### config.mk
export PLATFORM = sky130hd
export DESIGN_NAME = ival_pend
export DESIGN_NICKNAME = d
export VERILOG_FILES = /design/src/rtl/core/ival_pkg.sv /design/src/rtl/core/ival_pend.sv
export SDC_FILE = /design/constraint.sdc
export NUM_CORES = 1
export LEC_CHECK = 0
export ABC_CLOCK_PERIOD_IN_PS = 2410
export BUFFER_PORTS_ARGS = -buffer_cell sky130_fd_sc_hd__buf_4
export CAP_MARGIN = 20
export CORE_MARGIN = 5
export CORE_UTILIZATION = 64
export CTS_BUF_LIST = sky130_fd_sc_hd__clkbuf_8
export CTS_CLUSTER_SIZE = 14
export DETAILED_ROUTE_END_ITERATION = 7
export PLACE_DENSITY = 0.82
export SLEW_MARGIN = 15
export SYNTH_ARGS = -nofsm -noshare
export SYNTH_HDL_FRONTEND = slang
export SYNTH_SLANG_ARGS = --single-unit
### constraint.sdc
create_clock -name clk -period 2.41 [get_ports clk]
set_input_delay 0 -clock clk [delete_from_list [all_inputs] [get_ports clk]]
set_output_delay 0 -clock clk [all_outputs]
set_load 0.01 [all_outputs]
### src/rtl/core/ival_pkg.sv
// Shared constants and types for the interrupt vector allocator.
// No dependencies; imported by every module of the block.
package ival_pkg;

  localparam int VEC_CNT = 256;
  localparam int VEC_W   = $clog2(VEC_CNT);
  localparam int OWN_W   = 16;
  localparam int MAX_GRP = 32;
  localparam int PND_W   = $clog2(MAX_GRP);
  localparam int PCNT_W  = PND_W + 1;

  typedef struct packed {
    logic             re;
    logic [VEC_W-1:0] raddr;
    logic             we;
    logic [VEC_W-1:0] waddr;
    logic [OWN_W-1:0] wdata;
  } tbl_req_t;

  typedef struct packed {
    logic             re;
    logic [PND_W-1:0] raddr;
    logic             we;
    logic [PND_W-1:0] waddr;
    logic [VEC_W-1:0] wdata;
  } pnd_req_t;

endpackage

### src/rtl/core/ival_pend.sv
// Pending group-release list: small memory with registered read data.
// Contents are undefined until written. Depends on ival_pkg.
module ival_pend (
  input  logic                      clk,
  input  ival_pkg::pnd_req_t        req,
  output logic [ival_pkg::VEC_W-1:0] rdata
);
  import ival_pkg::*;

  logic [VEC_W-1:0] mem [MAX_GRP];
  logic [VEC_W-1:0] rd_q_r;

  always_ff @(posedge clk) begin
    if (req.we) begin
      mem[req.waddr] <= req.wdata;
    end
    if (req.re) begin
      rd_q_r <= mem[req.raddr];
    end
  end

  assign rdata = rd_q_r;

endmodule

==> summary.md, run 1 <==
| Metric | Value |
|---|---|
| Dpl cells | 668 |
| Antenna diode count | 0 |
| Area of the multi-input gates | 0.00210 sq mm |
| M3 GR Usage | 0.0588 |
| Die area | 0.0184 sq mm |
| CP Launch Point | mem[21][2] |
| Unrepaired setup endpoints after global routing | false |
| Nets | 524 |
| Synthesized area per cell | 24.3 sq um |
| RR Startpoint | mem[21][2] |
| Outcome | complete, no violations |
| M2 GR Usage | 0.349 |
| Hold Fails Final Rpt | 0 |
| Worst Hold Class | input port to register |
| Crit path largest cell delay | 0.54 ns |
| Largest area contributor in the netlist | edfxtp_1 |
| Tot Pwr | 8.86 mW |
| I/O pins | 29 |
| WP depth | 3 |
| CP Buf/Inv Count | 0 |
| Slew Limit Fails | 0 |
| Post-DRT Antenna Nets | 0 |
| Slowest stage cell, crit path | mux4_2 |
| Syn nets | 438 |
| Layout cells sized above 1 | 0.361 |
| Post-Place Worst Slack | 0.295 ns |
| Clk_lat worst skew | 0.53 ns |
| Clock Tree Buf Depth | 3 |
| Rel. slew slack | 0.443 |
| Vias in the first global route | 4915 |
| Kind of critical path | register to register |
| Most frequent cells in the layout | 264 x edfxtp_1, 80 x mux4_2, 51 x buf_4 |
| Mapped Cells | 417 |
| Worst r2r dst | rdata[2] |
| Core Region | 0.0157 sq mm |
| Power per cell area | 767 mW/mm^2 |
| Worst endpoint data arrival time | 2.27 ns |
| Post-route setup TNS | 0 ns |
| CP endpoint kind | register |
| Finished Core Util | 0.735 |
| Post-DP Area | 0.0108 sq mm |
| Sequential area share after synthesis | 0.782 |
| Worst Setup Start Kind | register |
| Post-synth cell types | 14 |
| Yosys reg bits | 264 |
| Critical Path, Cell by Cell | mux4_2 -> mux4_2 -> mux2_2 |
| Setup repair bufs after CTS | 0 |
| Reg2reg setup slack | 0.42 ns |
| Family with the most delay on the worst path | multiplexers |
| Root Buffer Master | clkbuf_8 |
| Vias | 4640 |
| GP Congestion | 0.752 |
| Yosys top cell area share | 0.782 |
| CTS tree | yes |
| Crit-path max FO | 1 |
| Cts bufs inserted | 39 |
| Port buffer count | 28 |
| Drt first pass iters | 5 |
| Final Setup Violations | 0 |
| Die W | 136 um |
| Max_cap viols | 0 |
| CTS Sinks | 264 |
| Met1 GRT Util | 0.336 |
| Total grt overflow | 0 |
| Avg WL per Cell | 26.4 um |
| Most common cell after layout, fill and taps aside | edfxtp_1 |
| Fillers | 846 |
| Register area | 0.00793 sq mm |
| Initial antenna violation count | 1 |
| Worst VDD drop | 0.000454 V |
| Initial DRC count | 514 |
| Fmax | 0.502 GHz |
| Hpwl dp | 12300 um |
| Hold Slack | 0.146 ns |
| Initial Util | 0.645 |
| Largest net degree at the start of global routing | 65 |
| Syn-to-layout area delta | 14.0% |
| PnR worst setup slack | 0.420 ns |
| Gr busiest metal | met2 |
| Worst-margin pin slew | 0.833 ns |
| Synth area leaders | edfxtp_1 78%, mux4_2 18%, nor2_1 1.2% |
| Die Ht | 136 um |
| H-tree levels | 2 |
| Fin cells | 745 |
| Final instance area | 0.0115 sq mm |
| Crit path to | rdata[2] |
| Leakage | 3.72 nW |
| Row count | 46 |
| Via density per instance | 6.23 |
| Global-route wire length before repair | 29900 um |
| Final period utilization | 0.826 |
| Required time of the critical path | 2.69 ns |
| DRC | 0 |
| Min cycle time layout | 1.99 ns |
| Cell Area, Synth | 0.0101 sq mm |
| R2R depth | 3 |
| Total wire length | 19700 um |
| Ys Warns | 0 |
| GRT Resource Usage Total | 0.227 |
| Worst Skew | 0.0224 ns |
| Clock Pin Slew Worst Setup and Hold Paths | 0.06 ns |
| Crit-path most repeated cell | mux4_2 |
## cell usage after synthesis (all sizes together)
master / number
edfxtp: 264
mux4: 80
nor2: 33
buf: 14
mux2: 8
clkbuf: 6
nand3b: 5
or3b: 3
nand3: 2
nand2: 1
or3: 1
## worst min-delay path by stage
stage	from	endpoint	slack, ns	depth (start not counted)
floorplan	req[0]	mem[0][0]	0.1	0
global placement	req[19]	rdata[4]	0.30	1
detailed placement	req[19]	rdata[4]	0.32	1
CTS	req[18]	rdata[0]	0.11	3
global route	req[18]	rdata[3]	0.14	3
finish	req[10]	mem[16][6]	0.15	4
## cell families after synthesis
| group | count (synthesis) | synth area share |
|---|---|---|
| mux | 88 | 0.187 |
| buf+inv | 20 | 0.0105 |
| simple gates | 45 | 0.0205 |
| flops | 264 | 0.782 |
## layout make-up
class                           instances  area share
Tap cell                              216      0.0234
Clock inverter                         27      0.0120
Timing Repair Buffer                   65      0.0487
Clock buffer                           40      0.0477
Sequential cell                       264       0.686
Multi-Input combinational cell        133       0.182
## worst register-to-register path: stages (launching register included)
cell	delay [ns]
edfxtp_1	0.37
mux4_2	0.51
mux4_2	0.54
mux2_2	0.30
## routing by layer
metal | share of wire | vias up | wire length [um]
met4 | 0.017 | 2 | 342
met2 | 0.49 | 244 | 9650
li1 | - | 1961 | -
met3 | 0.092 | 27 | 1820
met1 | 0.40 | 2406 | 7890
met5 | 0.00066 | - | 13
## where the power goes
| part | total (mW) | switching [mW] | internal (mW) | leakage [nW] |
|---|---|---|---|---|
| clock network | 3.21 | 1.57 | 1.65 | 0.401 |
| registers | 5.15 | 0.0193 | 5.13 | 2.38 |
| logic | 0.507 | 0.268 | 0.239 | 0.932 |
| total | 8.86 | 1.85 | 7.01 | 3.72 |
## what timing repair did
item / 4_1_cts / 5_1_grt
gates resized for setup: 0 / 0
endpoints found under the setup margin: 0 / 0
hold endpoints to repair: 272 / 0
hold buffers: 10 / 0
## state kept, by name, summed over array words and instances (netlist names)
| register | flops |
|---|---|
| mem | 256 |
| rdata | 8 |
Power figures use the tool's default switching activity.
==> inputs of run 2 (changes only) <==
--- a/config.mk
+++ b/config.mk
@@ -5,15 +5,15 @@
 export SDC_FILE = /design/constraint.sdc
 export NUM_CORES = 1
 export LEC_CHECK = 0
-export ABC_CLOCK_PERIOD_IN_PS = 2410
+export ABC_CLOCK_PERIOD_IN_PS = 1700
 export BUFFER_PORTS_ARGS = -buffer_cell sky130_fd_sc_hd__buf_4
 export CAP_MARGIN = 20
 export CORE_MARGIN = 5
-export CORE_UTILIZATION = 64
+export CORE_UTILIZATION = 58
 export CTS_BUF_LIST = sky130_fd_sc_hd__clkbuf_8
 export CTS_CLUSTER_SIZE = 14
 export DETAILED_ROUTE_END_ITERATION = 7
-export PLACE_DENSITY = 0.82
+export PLACE_DENSITY = 0.78
 export SLEW_MARGIN = 15
 export SYNTH_ARGS = -nofsm -noshare
 export SYNTH_HDL_FRONTEND = slang
==> constraint.sdc (replaced) <==
create_clock -name clk -period 1.7 [get_ports clk]
set_input_delay 0 -clock clk [delete_from_list [all_inputs] [get_ports clk]]
set_output_delay 0 -clock clk [all_outputs]
set_load 0.01 [all_outputs]
==> run 2 against run 1 <==
Against the previous run:
- sequential share of layout area is 1.3 points lower
- the run now ends with setup timing left
- sequential cell count stayed put
- critical path type unchanged
- setup slack worse by 0.68 ns
- critical endpoint is now rdata[1]
- clock power is 50% higher
- core utilization is 5.2 points lower
- count of clock-buffer cells in the layout is 3 higher
- global-route usage is 1.4 points lower
- first-iteration DRC count is 11% higher
- wire length is 4.4% higher
- largest power group unchanged
- via count is 2.7% higher
==> summary.md, run 2 (same netlist as run 1, synthesis figures left out) <==
| Metric | Value |
|---|---|
| Outcome | finished, violations left |
| Failing checks | setup timing |
| Drt first pass iters | 5 |
| Total wire length | 20600 um |
| Unrepaired setup endpoints after global routing | true |
| Clock Tree Buf Depth | 3 |
| Comb power frac | 0.059 |
| Finished Core Util | 0.683 |
| Row count | 48 |
| Seq pwr share | 0.568 |
| H-tree levels | 2 |
| Post-DRT Antenna Nets | 0 |
| Most frequent cells in the layout | 264 x edfxtp_1, 80 x mux4_2, 60 x buf_4 |
| Required time of the critical path | 1.97 ns |
| Fmax | 0.510 GHz |
| Largest Register | mem |
| Initial Util | 0.588 |
| Nets | 539 |
| Die area | 0.0202 sq mm |
| Slew Limit Fails | 0 |
| GP Congestion | 0.787 |
| Vias in the first global route | 4973 |
| Clock Pin Slew Worst Setup and Hold Paths | 0.06 ns |
| Initial antenna violation count | 1 |
| Final Setup Violations | 8 |
| Min cycle time layout | 1.96 ns |
| Kind of critical path | register to register |
| Worst VDD drop | 0.000621 V |
| CTS tree | yes |
| Port buffer count | 28 |
| Vias | 4765 |
| Hpwl dp | 13200 um |
| Syn-to-layout area delta | 16.2% |
| Crit-path max FO | 1 |
| Power per cell area | 1090 mW/mm^2 |
| Hold Fails Final Rpt | 0 |
| Global-route wire length before repair | 31100 um |
| Antenna diode count | 0 |
| Post-DP Area | 0.0109 sq mm |
| Power Internal | 10.1 mW |
| Total grt overflow | 0 |
| Root Buffer Master | clkbuf_8 |
| Rel. slew slack | 0.705 |
| Final period utilization | 1.15 |
| GRT Resource Usage Total | 0.214 |
| CP endpoint kind | register |
| Max FFs per register | 256 |
| Avg WL per Cell | 26.5 um |
| Worst-margin pin slew | 0.442 ns |
| Worst endpoint data arrival time | 2.23 ns |
| Final instance area | 0.0118 sq mm |
| Max_cap viols | 0 |
| Sw Share | 0.211 |
| Worst Setup Start Kind | register |
| I/O pins | 29 |
| Post-Place Worst Slack | -0.336 ns |
| Largest net degree at the start of global routing | 33 |
| Worst Skew | 0.0168 ns |
| Initial DRC count | 568 |
| Setup repair bufs after CTS | 0 |
| Leakage | 3.84 nW |
| Via density per instance | 6.15 |
| DRC | 0 |
| Layout cells sized above 1 | 0.382 |
| CTS Sinks | 264 |
| Worst Hold Class | input port to register |
| Core Region | 0.0172 sq mm |
| Clk_lat worst skew | 0.53 ns |
| Die W | 142 um |
| Die Ht | 142 um |
| PnR worst setup slack | -0.260 ns |
| Most common cell after layout, fill and taps aside | edfxtp_1 |
| Clock power frac | 0.373 |
| Cts bufs inserted | 41 |
| P_sw | 2.72 mW |
[run 2: changes by cell type in the layout (fill, tap and decap cells not counted), sizes merged]
cell,change
buf,+13
inv,-5
clkinv,+10
clkbuf,+3
[run 2: final cells by class]
| class | instances | area [sq um] |
|---|---|---|
| multi-input combinational | 133 | 2110 |
| clock buffer | 43 | 592 |
| tap | 225 | 282 |
| clock inverter | 32 | 158 |
| fill | 1018 | 5460 |
| sequential | 264 | 7930 |
| timing repair buffer | 78 | 711 |
[run 2: critical path, cell delays in order, from the launching register on]
cell and delay (ns):
edfxtp_1 0.37, mux4_2 0.53, mux4_2 0.53, mux2_2 0.28
[run 2: path summary, 6_finish.rpt]
| path | slack [ns] | end | start | cells past startpoint |
|---|---|---|---|---|
| setup / recovery | -0.26 | rdata[1] | mem[21][1] | 3 |
| setup reg to reg | -0.26 | rdata[1] | mem[21][1] | 3 |
| hold reg to reg | 0.97 | rdata[3] | mem[30][3] | 3 |
| hold / removal | 0.14 | rdata[3] | req[18] | 3 |
[run 2: per-stage QoR]
step | setup TNS, ns | hold WS (ns) | instances | total power [mW]
floorplan | -0.420 | 0.0989 | 417 | 7.85
global placement | -2.36 | 0.315 | 690 | 8.15
detailed placement | -2.40 | 0.315 | 690 | 8.17
CTS | -1.87 | 0.122 | 775 | 13.0
global route | -2.09 | 0.133 | 775 | 13.3
finish | -1.79 | 0.145 | 775 | 12.8
[run 2: metal layers]
metal	vias to the layer above	part of all wire	track usage
met2	204	0.49	0.332
met4	2	0.019	0.0576
li1	1992	-	-
met1	2537	0.41	0.310
met3	30	0.078	0.0548
met5	-	0.00039	0
[run 2: power groups by stage]
stage | clock network (mW) | logic, mW | registers (mW)
after floorplan | 0 | 0.417 | 7.43
after global placement | 0 | 0.721 | 7.43
after detailed placement | 0 | 0.738 | 7.43
after CTS | 4.90 | 0.760 | 7.30
after global routing | 5.22 | 0.802 | 7.30
final | 4.80 | 0.753 | 7.30
[run 2: what timing repair did]
item / CTS / global route
hold buffers: 10 / 0
setup endpoints to repair: 8 / 8
resized for setup: 1 / 2
hold endpoints to repair: 272 / 0
==> inputs of run 3 (changes only) <==
--- a/config.mk
+++ b/config.mk
@@ -8,12 +8,15 @@
 export ABC_CLOCK_PERIOD_IN_PS = 1700
 export BUFFER_PORTS_ARGS = -buffer_cell sky130_fd_sc_hd__buf_4
 export CAP_MARGIN = 20
+export CELL_PAD_IN_SITES_DETAIL_PLACEMENT = 0
+export CELL_PAD_IN_SITES_GLOBAL_PLACEMENT = 1
 export CORE_MARGIN = 5
-export CORE_UTILIZATION = 58
+export CORE_UTILIZATION = 52
 export CTS_BUF_LIST = sky130_fd_sc_hd__clkbuf_8
 export CTS_CLUSTER_SIZE = 14
 export DETAILED_ROUTE_END_ITERATION = 7
-export PLACE_DENSITY = 0.78
+export GPL_ROUTABILITY_DRIVEN = 0
+export PLACE_DENSITY_LB_ADDON = 0.1
 export SLEW_MARGIN = 15
 export SYNTH_ARGS = -nofsm -noshare
 export SYNTH_HDL_FRONTEND = slang
==> run 3 against run 2 <==
Against the previous run:
- the flow still finishes with violations (setup timing)
- wire length increased by 1.9%
- via count decreased by 3.1%
- sequential share of layout area decreased by 0.50 points
- hold slack improved by 0.0089 ns
- die area increased by 11%
- count of clock-buffer cells in the layout increased by 2
- clock power decreased by 2%
- cell count increased by 5.7%
- setup slack got worse by 0.0074 ns
- global-route usage decreased by 1.5 points
- critical endpoint is now rdata[3]
==> summary.md, run 3 (same netlist as run 1, synthesis figures left out) <==
| Metric | Value |
|---|---|
| Slew Limit Fails | 0 |
| Post-DRT Antenna Nets | 0 |
| Rel. slew slack | 0.686 |
| Most frequent cells in the layout | 264 x edfxtp_1, 80 x mux4_2, 64 x buf_4 |
| Clk_lat worst skew | 0.53 ns |
| Hold Fails Final Rpt | 0 |
| Worst VDD drop | 0.000731 V |
| I/O pins | 29 |
| Failing checks | setup timing |
| CTS Sinks | 264 |
| Leakage | 3.89 nW |
| Cts bufs inserted | 42 |
| Crit path largest cell delay | 0.54 ns |
| CP Buf/Inv Count | 0 |
| Min cycle time layout | 1.97 ns |
| Register area | 0.00793 sq mm |
| Power per cell area | 1080 mW/mm^2 |
| Drt first pass iters | 4 |
| Kind of critical path | register to register |
| Slowest stage cell, crit path | mux4_2 |
| Outcome | finished, violations left |
| Hold Slack | 0.153 ns |
| Avg WL per Cell | 25.6 um |
| CTS tree | yes |
| Clock Pin Slew Worst Setup and Hold Paths | 0.06 ns |
| Die Ht | 150 um |
| Hpwl dp | 13200 um |
| Syn-to-layout area delta | 17.1% |
| RR Startpoint | mem[13][3] |
| Die W | 150 um |
| Global-route wire length before repair | 31500 um |
| GRT Resource Usage Total | 0.198 |
| Worst Hold Class | input port to register |
| Crit-path most repeated cell | mux4_2 |
| Final Setup Violations | 8 |
| Worst endpoint data arrival time | 2.24 ns |
| Required time of the critical path | 1.97 ns |
| Crit-path max FO | 1 |
| Largest net degree at the start of global routing | 33 |
| Family with the most delay on the worst path | multiplexers |
| Reg2reg setup slack | -0.27 ns |
| Vias | 4616 |
| Initial DRC count | 380 |
| CP endpoint kind | register |
| Die area | 0.0224 sq mm |
| Vias in the first global route | 4910 |
| M3 GR Usage | 0.0463 |
| Row count | 51 |
| Crit path to | rdata[3] |
| Port buffer count | 28 |
| Fillers | 1377 |
| Worst Setup Start Kind | register |
| Root Buffer Master | clkbuf_8 |
| Largest Register | mem |
| Total grt overflow | 0 |
| CP Launch Point | mem[13][3] |
| PnR worst setup slack | -0.268 ns |
| Fmax | 0.508 GHz |
| Max_cap viols | 0 |
| Clock Tree Buf Depth | 3 |
| DRC | 0 |
| Final period utilization | 1.16 |
| Nets | 544 |
| Critical Path, Cell by Cell | mux4_2 -> mux4_2 -> mux2_4 |
| WP depth | 3 |
| Layout cells sized above 1 | 0.384 |
| H-tree levels | 2 |
| Gr busiest metal | met1 |
| Met1 GRT Util | 0.308 |
| Unrepaired setup endpoints after global routing | true |
| Total wire length | 21000 um |
| Antenna diode count | 0 |
| Core Region | 0.0193 sq mm |
| Tot Pwr | 12.8 mW |
| Setup repair bufs after CTS | 0 |
| Post-Place Worst Slack | -0.389 ns |
| Worst-margin pin slew | 0.469 ns |
| Max FFs per register | 256 |
| M2 GR Usage | 0.290 |
| Initial Util | 0.524 |
| Worst Skew | 0.0224 ns |
| R2R depth | 3 |
| Via density per instance | 5.64 |
| Worst r2r dst | rdata[3] |
| Most common cell after layout, fill and taps aside | edfxtp_1 |
| Initial antenna violation count | 0 |
| Area of the multi-input gates | 0.00213 sq mm |
[run 3: cell type report]
class / instances / area share
multi-input combinational: 133 / 0.179
clock inverter: 30 / 0.0100
clock buffer: 45 / 0.0522
timing repair buffer: 82 / 0.0624
tap: 265 / 0.0279
sequential: 264 / 0.668
[run 3: timing repair]
item / 4_1_cts / 5_1_grt
endpoints found under the setup margin: 8 / 8
hold endpoints to repair: 272 / 0
hold buffers: 10 / 0
resized for setup: 8 / 0
[run 3: how the worst min path moves through the flow]
| stage | cells past startpoint | endpoint | start |
|---|---|---|---|
| 4_1_cts | 3 | rdata[4] | req[18] |
| 3_5_place_dp | 1 | rdata[2] | req[19] |
| 6_report | 3 | rdata[4] | req[18] |
| 3_3_place_gp | 1 | rdata[2] | req[19] |
| 5_1_grt | 3 | rdata[4] | req[18] |
| 2_1_floorplan | 0 | mem[0][0] | req[0] |
[run 3: report_power, final]
part | switching [mW] | internal, mW
registers | 0.0331 | 7.27
clock network | 2.27 | 2.43
logic | 0.400 | 0.381
total | 2.71 | 10.1
[run 3: per-layer routing]
layer  share of wire  wire [um]  vias to the layer above
li1                -          -                     2004
met1            0.44       9170                     2419
met2            0.46       9640                      165
met3           0.086       1810                       28
met4           0.016        342                        0
met5               0          0                        -
[run 3: metrics by stage]
stage               instances  setup TNS [ns]   util  area [sq um]
floorplan                 417          -0.420      -         10200
global placement          734           -2.71  0.569         11000
detailed placement        734           -2.68  0.569         11000
CTS                       819           -1.86  0.614         11900
global route              819           -2.05  0.614         11900
finish                    819           -1.83  0.614         11900
[run 3: tightest hold or removal path, stage by stage]
cell	delay [ns]
buf_4	0.20
mux4_2	0.24
mux2_4	0.13
